==> config.mk <==
export PLATFORM = sky130hd
export DESIGN_NAME = proof_of_work_target_check_unit
export DESIGN_NICKNAME = d
export VERILOG_FILES = /design/src/hdl/pow_tc_pkg.sv /design/src/hdl/proof_of_work_target_check_unit.sv
export SDC_FILE = /design/constraint.sdc
export NUM_CORES = 2
export LEC_CHECK = 0
export ABC_AREA = 1
export BUFFER_PORTS_ARGS = -buffer_cell sky130_fd_sc_hd__buf_2
export CAP_MARGIN = 15
export CORE_MARGIN = 2
export CORE_UTILIZATION = 60
export CTS_CLUSTER_SIZE = 30
export DETAILED_ROUTE_END_ITERATION = 12
export PLACE_DENSITY = 0.8
export SLEW_MARGIN = 40
export SYNTH_ARGS = -nofsm -noshare
export SYNTH_HDL_FRONTEND = slang
export SYNTH_SLANG_ARGS = --single-unit
==> constraint.sdc <==
create_clock -name i_clk -period 34.9 [get_ports i_clk]
set_input_delay 10.47 -clock i_clk [delete_from_list [all_inputs] [get_ports i_clk]]
set_output_delay 10.47 -clock i_clk [all_outputs]
set_load 0.02 [all_outputs]
==> src/hdl/pow_tc_pkg.sv <==
// Shared widths, status codes, exponent thresholds and limit reset values for the compact target checker.
// Depends on nothing; imported by proof_of_work_target_check_unit, pow_tc_checker and testbench.
package pow_tc_pkg;

    // Payload widths.
    localparam int WORD_W     = 64;
    localparam int NUM_WORDS  = 4;
    localparam int VAL_W      = WORD_W * NUM_WORDS;
    localparam int COMPACT_W  = 32;
    localparam int MANT_W     = 23;
    localparam int EXPO_W     = 8;
    localparam int STATUS_W   = 3;
    localparam int IN_DATA_W  = VAL_W + COMPACT_W;
    localparam int OUT_DATA_W = 8;
    localparam int CFG_IDX_W  = 2;

    // Result status codes.
    localparam logic [STATUS_W-1:0] ST_OK        = 3'd0;
    localparam logic [STATUS_W-1:0] ST_NEGATIVE  = 3'd1;
    localparam logic [STATUS_W-1:0] ST_ZERO      = 3'd2;
    localparam logic [STATUS_W-1:0] ST_OVERFLOW  = 3'd3;
    localparam logic [STATUS_W-1:0] ST_ABOVE_LIM = 3'd4;
    localparam logic [STATUS_W-1:0] ST_HASH_HIGH = 3'd5;

    // Exponent thresholds used by the expansion and overflow rules.
    localparam logic [EXPO_W-1:0] EXPO_MAX_SMALL = 8'd3;
    localparam logic [EXPO_W-1:0] EXPO_LIM_ANY   = 8'd34;
    localparam logic [EXPO_W-1:0] EXPO_LIM_BYTE  = 8'd33;
    localparam logic [EXPO_W-1:0] EXPO_LIM_HALF  = 8'd32;

    // Reset value of the limit words, word 0 least significant.
    localparam logic [WORD_W-1:0] LIMIT_RST_LOW = 64'hFFFF_FFFF_FFFF_FFFF;
    localparam logic [WORD_W-1:0] LIMIT_RST_TOP = 64'h0000_0000_FFFF_FFFF;

endpackage

==> src/hdl/proof_of_work_target_check_unit.sv <==
// Top level of the compact target checker: expands a 32-bit compact target and
// checks a 256-bit hash against it. Depends on pow_tc_pkg.
//
// Usage:
//   Input stream (s_axis_*): one transfer carries a 256-bit hash and a 32-bit
//   compact target word. Output stream (m_axis_*): one transfer per input item
//   with the pass flag and a 3-bit status code, in input order.
//   Configuration: i_cfg_we writes i_cfg_data into limit word i_cfg_index at
//   the clock edge; the four words form the 256-bit highest allowed target.
//   Write it only while no items are in flight.
//   Throughput is one item per cycle when not stalled; the pipeline is three
//   register stages: target expansion, per-word compares, and status
//   resolution into the output register.
//   When the receiver stalls, the whole pipeline holds and s_axis_tready falls
//   once the output register is full; nothing is dropped or repeated.
//   Reset (synchronous, active low) empties the pipeline and loads the limit
//   with its default value; results in flight are discarded.
module proof_of_work_target_check_unit
    import pow_tc_pkg::*;
(
    input  logic                  i_clk,
    input  logic                  i_rst_n,
    // Input stream
    input  logic                  s_axis_tvalid,
    output logic                  s_axis_tready,
    // tdata: hash_word0[63:0], hash_word1[127:64], hash_word2[191:128],
    //        hash_word3[255:192], compact_target[287:256]
    input  logic [IN_DATA_W-1:0]  s_axis_tdata,
    // Output stream
    output logic                  m_axis_tvalid,
    input  logic                  m_axis_tready,
    // tdata: pass[0], status[3:1], zero fill[7:4]
    output logic [OUT_DATA_W-1:0] m_axis_tdata,
    // Configuration write port
    input  logic                  i_cfg_we,
    input  logic [CFG_IDX_W-1:0]  i_cfg_index,
    input  logic [WORD_W-1:0]     i_cfg_data
);

    // Pipeline advance: the whole pipe moves when the output register is free.
    logic w_adv;
    assign w_adv         = !m_axis_tvalid || m_axis_tready;
    assign s_axis_tready = w_adv;

    // Limit registers.
    logic [WORD_W-1:0] r_limit [NUM_WORDS];

    always_ff @(posedge i_clk) begin
        if (!i_rst_n) begin
            r_limit[0] <= LIMIT_RST_LOW;
            r_limit[1] <= LIMIT_RST_LOW;
            r_limit[2] <= LIMIT_RST_LOW;
            r_limit[3] <= LIMIT_RST_TOP;
        end else if (i_cfg_we) begin
            r_limit[i_cfg_index] <= i_cfg_data;
        end
    end

    // Stage 1: decode the compact word and expand the target.
    logic [COMPACT_W-1:0] w_compact;
    logic [EXPO_W-1:0]    w_expo;
    logic [4:0]           w_expo_m3;
    logic [MANT_W-1:0]    w_mant_raw;
    logic [MANT_W-1:0]    w_mant;
    logic [1:0]           w_small_sh;
    logic                 w_small;
    logic [VAL_W-1:0]     w_target;
    logic                 w_neg;
    logic                 w_ovf;
    logic                 w_mant_nz;

    always_comb begin
        w_compact  = s_axis_tdata[IN_DATA_W-1:VAL_W];
        w_expo     = w_compact[COMPACT_W-1:COMPACT_W-EXPO_W];
        w_mant_raw = w_compact[MANT_W-1:0];
        w_small    = (w_expo <= EXPO_MAX_SMALL);
        w_small_sh = 2'd3 - w_expo[1:0];
        // Byte count of the left shift; only exponents 4 to 34 use it.
        w_expo_m3  = w_expo[4:0] - EXPO_MAX_SMALL[4:0];
        w_mant     = w_small ? (w_mant_raw >> {w_small_sh, 3'b000}) : w_mant_raw;
        w_mant_nz  = |w_mant;

        // Byte shift of the mantissa; shifts past bit 255 leave zero.
        if (w_small) begin
            w_target = {{(VAL_W-MANT_W){1'b0}}, w_mant};
        end else if (w_expo <= EXPO_LIM_ANY) begin
            w_target = {{(VAL_W-MANT_W){1'b0}}, w_mant} << {w_expo_m3, 3'b000};
        end else begin
            w_target = '0;
        end

        w_neg = w_mant_nz && w_compact[MANT_W];
        w_ovf = w_mant_nz && ((w_expo > EXPO_LIM_ANY) ||
                              ((w_mant > 23'h0000FF) && (w_expo > EXPO_LIM_BYTE)) ||
                              ((w_mant > 23'h00FFFF) && (w_expo > EXPO_LIM_HALF)));
    end

    logic             r_v1;
    logic [VAL_W-1:0] r_target1;
    logic [VAL_W-1:0] r_hash1;
    logic             r_neg1;
    logic             r_ovf1;

    // Stage 2: per-word compares of target against limit and hash against target.
    logic [NUM_WORDS-1:0] w_tl_gt;
    logic [NUM_WORDS-1:0] w_tl_eq;
    logic [NUM_WORDS-1:0] w_ht_gt;
    logic [NUM_WORDS-1:0] w_ht_eq;

    always_comb begin
        for (int i = 0; i < NUM_WORDS; i++) begin
            w_tl_gt[i] = r_target1[i*WORD_W +: WORD_W] > r_limit[i];
            w_tl_eq[i] = r_target1[i*WORD_W +: WORD_W] == r_limit[i];
            w_ht_gt[i] = r_hash1[i*WORD_W +: WORD_W] > r_target1[i*WORD_W +: WORD_W];
            w_ht_eq[i] = r_hash1[i*WORD_W +: WORD_W] == r_target1[i*WORD_W +: WORD_W];
        end
    end

    logic                 r_v2;
    logic                 r_neg2;
    logic                 r_ovf2;
    logic                 r_zero2;
    logic [NUM_WORDS-1:0] r_tl_gt2;
    logic [NUM_WORDS-1:0] r_tl_eq2;
    logic [NUM_WORDS-1:0] r_ht_gt2;
    logic [NUM_WORDS-1:0] r_ht_eq2;

    // Stage 3: merge word compares from the least significant word up, then
    // pick the first rejection in priority order.
    logic                w_above;
    logic                w_hash_high;
    logic [STATUS_W-1:0] n_status;

    always_comb begin
        w_above     = 1'b0;
        w_hash_high = 1'b0;
        for (int i = 0; i < NUM_WORDS; i++) begin
            w_above     = r_tl_gt2[i] || (r_tl_eq2[i] && w_above);
            w_hash_high = r_ht_gt2[i] || (r_ht_eq2[i] && w_hash_high);
        end
        priority if (r_neg2) begin
            n_status = ST_NEGATIVE;
        end else if (r_zero2) begin
            n_status = ST_ZERO;
        end else if (r_ovf2) begin
            n_status = ST_OVERFLOW;
        end else if (w_above) begin
            n_status = ST_ABOVE_LIM;
        end else if (w_hash_high) begin
            n_status = ST_HASH_HIGH;
        end else begin
            n_status = ST_OK;
        end
    end

    logic                r_v3;
    logic [STATUS_W-1:0] r_status;

    // Valid bits of the three stages.
    always_ff @(posedge i_clk) begin
        if (!i_rst_n) begin
            r_v1 <= 1'b0;
            r_v2 <= 1'b0;
            r_v3 <= 1'b0;
        end else if (w_adv) begin
            r_v1 <= s_axis_tvalid;
            r_v2 <= r_v1;
            r_v3 <= r_v2;
        end
    end

    // Payload registers of the three stages.
    always_ff @(posedge i_clk) begin
        if (w_adv) begin
            r_target1 <= w_target;
            r_hash1   <= s_axis_tdata[VAL_W-1:0];
            r_neg1    <= w_neg;
            r_ovf1    <= w_ovf;

            r_neg2    <= r_neg1;
            r_ovf2    <= r_ovf1;
            r_zero2   <= ~|r_target1;
            r_tl_gt2  <= w_tl_gt;
            r_tl_eq2  <= w_tl_eq;
            r_ht_gt2  <= w_ht_gt;
            r_ht_eq2  <= w_ht_eq;

            r_status  <= n_status;
        end
    end

    // Output stream.
    assign m_axis_tvalid = r_v3;
    assign m_axis_tdata  = {{(OUT_DATA_W-STATUS_W-1){1'b0}}, r_status, (r_status == ST_OK)};

    // The pass flag agrees with an ok status.
    a_pass_status: assert property (@(posedge i_clk) disable iff (!i_rst_n)
        m_axis_tvalid |-> (m_axis_tdata[0] == (m_axis_tdata[3:1] == ST_OK)))
        else $error("pass flag disagrees with status");

    // Status codes stay within the defined set.
    a_status_range: assert property (@(posedge i_clk) disable iff (!i_rst_n)
        m_axis_tvalid |-> (m_axis_tdata[3:1] <= ST_HASH_HIGH))
        else $error("status code out of range");

    // An accepted item reaches the output register once the pipeline has advanced it through each stage.
    a_latency: assert property (@(posedge i_clk) disable iff (!i_rst_n)
        (s_axis_tvalid && s_axis_tready) ##1 w_adv ##1 w_adv |=> m_axis_tvalid)
        else $error("accepted item lost in the pipeline");

    // A negative target always wins the priority.
    a_neg_first: assert property (@(posedge i_clk) disable iff (!i_rst_n)
        (r_v2 && r_neg2 && w_adv) |=> (r_status == ST_NEGATIVE))
        else $error("negative target not reported first");

endmodule

* Word-level counts from Yosys, hierarchy flattened
Memory sizes are Yosys's and may differ from the RTL's.
Cells that the tools add are included.
** Operators by class
- Add/sub/neg operators :: 2
- Magnitude comparators :: 15
- Equality and inequality tests :: 8
- Shifts and indexed selects :: 2
- Mux-type cells :: 14
- Bitwise gates (word level) :: 1
- Reduce and logical (&&, ||, !) cells :: 27
** Operators by type and width (number)
- $eq 64x64->1 :: 8
- $gt 64x64->1 :: 8
- $reduce_or 256->1 :: 1
- $shl 23x8->256 :: 1
- $mux 23 :: 3
- $mux 64 :: 1
- $reduce_or 64->1 :: 1
- $gt 8x6->1 const B :: 3
- $gt 23x16->1 const B :: 1
- $gt 23x8->1 const B :: 1
- $reduce_or 23->1 :: 1
- $shr 23x5->23 :: 1
- $logic_and 1x1->1 :: 10
- $logic_or 1x1->1 :: 9
- $le 8x2->1 const B :: 1
- $le 8x6->1 const B :: 1
- $mux 2 :: 3
- $mux 3 :: 2
- $mux 1 :: 5
- $sub 5x2->5 const B :: 1
- $logic_not 3->1 :: 1
- $reduce_or 3->1 :: 1
- $logic_not 1->1 :: 2
- $reduce_or 2->1 :: 1
- other kinds (2) :: 2
** Storage, ports and cells
- Flip-flop bits (word level) :: 539
- Memory bits (writable) :: 256
- Input port bits :: 359
- Output and inout bits :: 10
- Logic and storage cells :: 87
- Memories :: 1
** Memories
- r_limit :: depth 4, bits a word 64, read ports 4, clocked after memory_dff 0, write ports 4, line proof_of_work_target_check_unit.sv:46 : logic [WORD_W-1:0] r_limit [NUM_WORDS];

* Depth between registers and ports, before layout
- Word-level depth :: 10
- Gate-level depth with buffers :: 14
- Depth with buffers taken out :: 14

* Worst setup path before layout
No wires, ideal clock.
- Path type :: input -> output
- From :: input m_axis_tready
- To :: output s_axis_tready
- Arrival time :: 20.950 ns
- Data required time :: 24.430 ns
- Path slack :: 3.480 ns
- Cell stages on the path :: 2
- Path buffers :: 0
- Cells stage by stage :: nor2_1 inv_1
** On the way
- Longest elaborated chain between the ends :: 1
** RTL lines
- from (decl) :: line proof_of_work_target_check_unit.sv:31 : input logic m_axis_tready,
- $logic_or 1x1->1 :: line proof_of_work_target_check_unit.sv:42 : assign w_adv = !m_axis_tvalid || m_axis_tready;
- to (decl) :: line proof_of_work_target_check_unit.sv:25 : output logic s_axis_tready,
No other way between the ends.

* Worst setup path after layout
Ends and elaborated chain as after synthesis.

==> flow_summary.yaml <==
outcome:
  status: "complete, no violations"
grt:
  grt_max_degree: 121
  grt_pass1_wl_um: 187000
  grt_util_all_layers: 0.338
  grt_overflow_total: 0
  antenna_found_initial: 15
  grt_pass1_vias: 32300
timing:
  holdWs_ps: 427
  hold_viol_final: 0
  min_period_over_period: 0.646
  period_needed_ps: 22550
  max_freq_mhz: 44.3
  slew_viol_final: 0
  rsz0062_at_grt: "false"
  worst_pin_slew_ps: 862
  slew_headroom: 0.426
  setup_viol: 0
  finalClockSkew_ps: 28.2
  setup_tns_ps: 0
logic_synthesis:
  syn_area_mm2: 0.0434
  avgSynthCellArea_um2: 9.98
  async_reset_ff_frac: 0
  ys.flop_type: "edfxtp_1"
  yosys_warnings: 0
  synth.distinct_cells: 44
  yosysSeqAreaShare: 0.548
  syn_inst: 4351
  synth-seq-cells: 793
  synth_edf_count: 790
placement:
  port_buffers: 364
  gp_congestion: 0.981
  place_inst: 5588
  hpwl_um: 94200
  dpl_cell_area_mm2: 0.0462
routing:
  via_per_inst: 5.82
  final_antenna_net_count: 0
  wirelength_um: 127000
  firstDrtPassIters: 9
  drc: 0
  avgRoutedWirePerCell_um: 22.0
  drtIter0Drc: 4360
  vias: 33500
cts:
  clk_latency_ps: 660
  htreeDepth: 3
  cts_resized: 0
  cts_tree: "built"
  cts.sinks: 793
  cts_setup_buffers: 0
  postCtsHoldBufs: 0
  path_clk_slew_ps: 70
  cts_root_buffer: "clkbuf_16"
  clockBufferDepth: 3
  cts_buffers: 83
die:
  die_w_um: 273
  rows: 98
  die_area_mm2: 0.0745
  core_mm2: 0.0716
  fp.dieH_um: 273
  start_util: 0.606
  io_pins: 369
final_layout:
  area_growth_pct: 12.8
  drive_above_1_share: 0.118
  fill_cells: 5268
  fin_area_mm2: 0.0490
  final_cell_mix: "nand2_1, edfxtp_1, inv_1"
  layout_commonest_cell: "nand2_1"
  fin_util: 0.684
  instances_no_fill: 5754
  fin_nets: 5600
worst_setup_path:
  cp_max_fo: 120
  max_stage_delay_ps: 610
  path_cells: "buf_2 -> nor2_1 -> clkinv_8 -> buf_2"
  r2r_start: "r_target1[222]$_SDFFCE_PP0P_"
  rrSetupSlack_ps: 31970
  crit_type: "in -> out"
  critPathSlowestCell: "clkinv_8"
  startpoint_type: "input pin"
  required_ps: 24430
  end_kind: "output pin"
  reg2reg_depth: 9
  path_common_cell: "buf_2"
  regToRegEndpoint: "r_ht_gt2[3]$_DFFE_PP_"
  cp.arrival_ps: 12080
power_and_ir_drop:
  powerDensity_mw_per_mm2: 47.3
  peakVddDrop_mv: 0.0428
  leakagePower_uw: 0.0218
hold_path:
  min_delay_worst_endpoint: "r_neg2$_DFFE_PP_"
  min_delay_path_depth: 0
  hp-class: "reg -> reg"
  worstHoldStart: "r_neg1$_DFFE_PP_"
flow_run:
  cap_violations: 0
final cells by class:
type                            count  area [um2]  share of cell area
Antenna cell                        9        22.5            0.000460
Tap cell                          950        1190              0.0243
Clock buffer                       92        2140              0.0437
Sequential cell                   793       23800               0.486
Inverter                          724        2730              0.0558
Multi-Input combinational cell   2727       16400               0.335
Clock inverter                     63         553              0.0113
Timing Repair Buffer              396        2130              0.0435
how the worst max path moves through the flow:
stage | startpoint | cells past startpoint | slack (ps) | end
2_1_floorplan | m_axis_tready | 2 | 3480 | s_axis_tready
3_3_place_gp | m_axis_tready | 4 | 12770 | s_axis_tready
3_5_place_dp | m_axis_tready | 4 | 12700 | s_axis_tready
4_1_cts | m_axis_tready | 4 | 12700 | s_axis_tready
5_1_grt | m_axis_tready | 4 | 12280 | s_axis_tready
6_report | m_axis_tready | 4 | 12350 | s_axis_tready
kinds of logic (layout without fill, tap and decap cells):
group / count (synthesis) / count (layout) / synth area share
and+or+nand+nor: 1722 / 1722 / 0.167
buffers and inverters: 834 / 1275 / 0.0755
DFF: 793 / 793 / 0.548
adders and majority gates: 516 / 516 / 0.149
AOI/OAI and AO/OA: 483 / 483 / 0.0603
xor gates and xnor gates: 2 / 2 / 0.000577
other: 1 / 13 / 0.0000864
sequential cells by signal, summed over array words and instances (netlist names), 3 cells and up:
signal,count
r_tl_eq2,3
r_hash1,256
r_ht_eq2,3
r_ht_gt2,4
r_target1,256
r_status,3
r_tl_gt2,4
r_limit,256
layer usage:
metal | track usage | vias up | part of all wire
li1 | - | 15500 | -
met1 | 0.447 | 15700 | 0.37
met2 | 0.526 | 1910 | 0.45
met3 | 0.0801 | 372 | 0.12
met4 | 0.170 | 12 | 0.057
met5 | 0 | - | 0.00064
cells in the mapped netlist (2+ instances only):
cell type / count / area (um2)
nor2_4: 2 / 22.5
clkbuf_1: 54 / 203
a21oi_2: 7 / 61.3
o21ai_2: 4 / 35.0
inv_1: 717 / 2690
buf_6: 12 / 135
nand3_1: 150 / 751
inv_2: 6 / 22.5
buf_2: 27 / 135
nor2_1: 464 / 1740
buf_1: 11 / 41.3
dfxtp_1: 3 / 60.1
and2_1: 2 / 12.5
o21bai_1: 12 / 90.1
buf_4: 6 / 45.0
nor2_2: 2 / 12.5
a21o_1: 2 / 15.0
nand4_1: 148 / 926
nor3b_1: 3 / 22.5
nand2_1: 871 / 3270
o22ai_2: 4 / 50.1
nor3_1: 31 / 155
nand3b_1: 3 / 22.5
nor4_1: 38 / 238
o21ai_1: 8 / 40.0
a21oi_1: 284 / 1420
o21ai_0: 130 / 651
o21a_1: 23 / 173
or2_2: 2 / 12.5
ha_1: 516 / 6460
edfxtp_1: 790 / 23700
o211ai_1: 7 / 52.6
worst max-delay path, delay by kind of cell:
kind	cells	cell delay (ps)
simple gates	1	450
buf+inv	3	1080
metrics by stage:
stage                     total power [uW]  setup slack [ps]
after CTS                             2310             12700
after floorplan                       1320              3480
after global routing                  2390             12280
after detailed placement              1440             12700
final                                 2320             12350
after global placement                1420             12770
report_power, final:
group | total (uW) | switching, uW | internal [uW]
Combinational | 293 | 200 | 93.3
Sequential | 1130 | 28.3 | 1110
Clock | 891 | 387 | 505
Total | 2320 | 615 | 1700
Note: power is estimated with default switching activity, not from simulation.
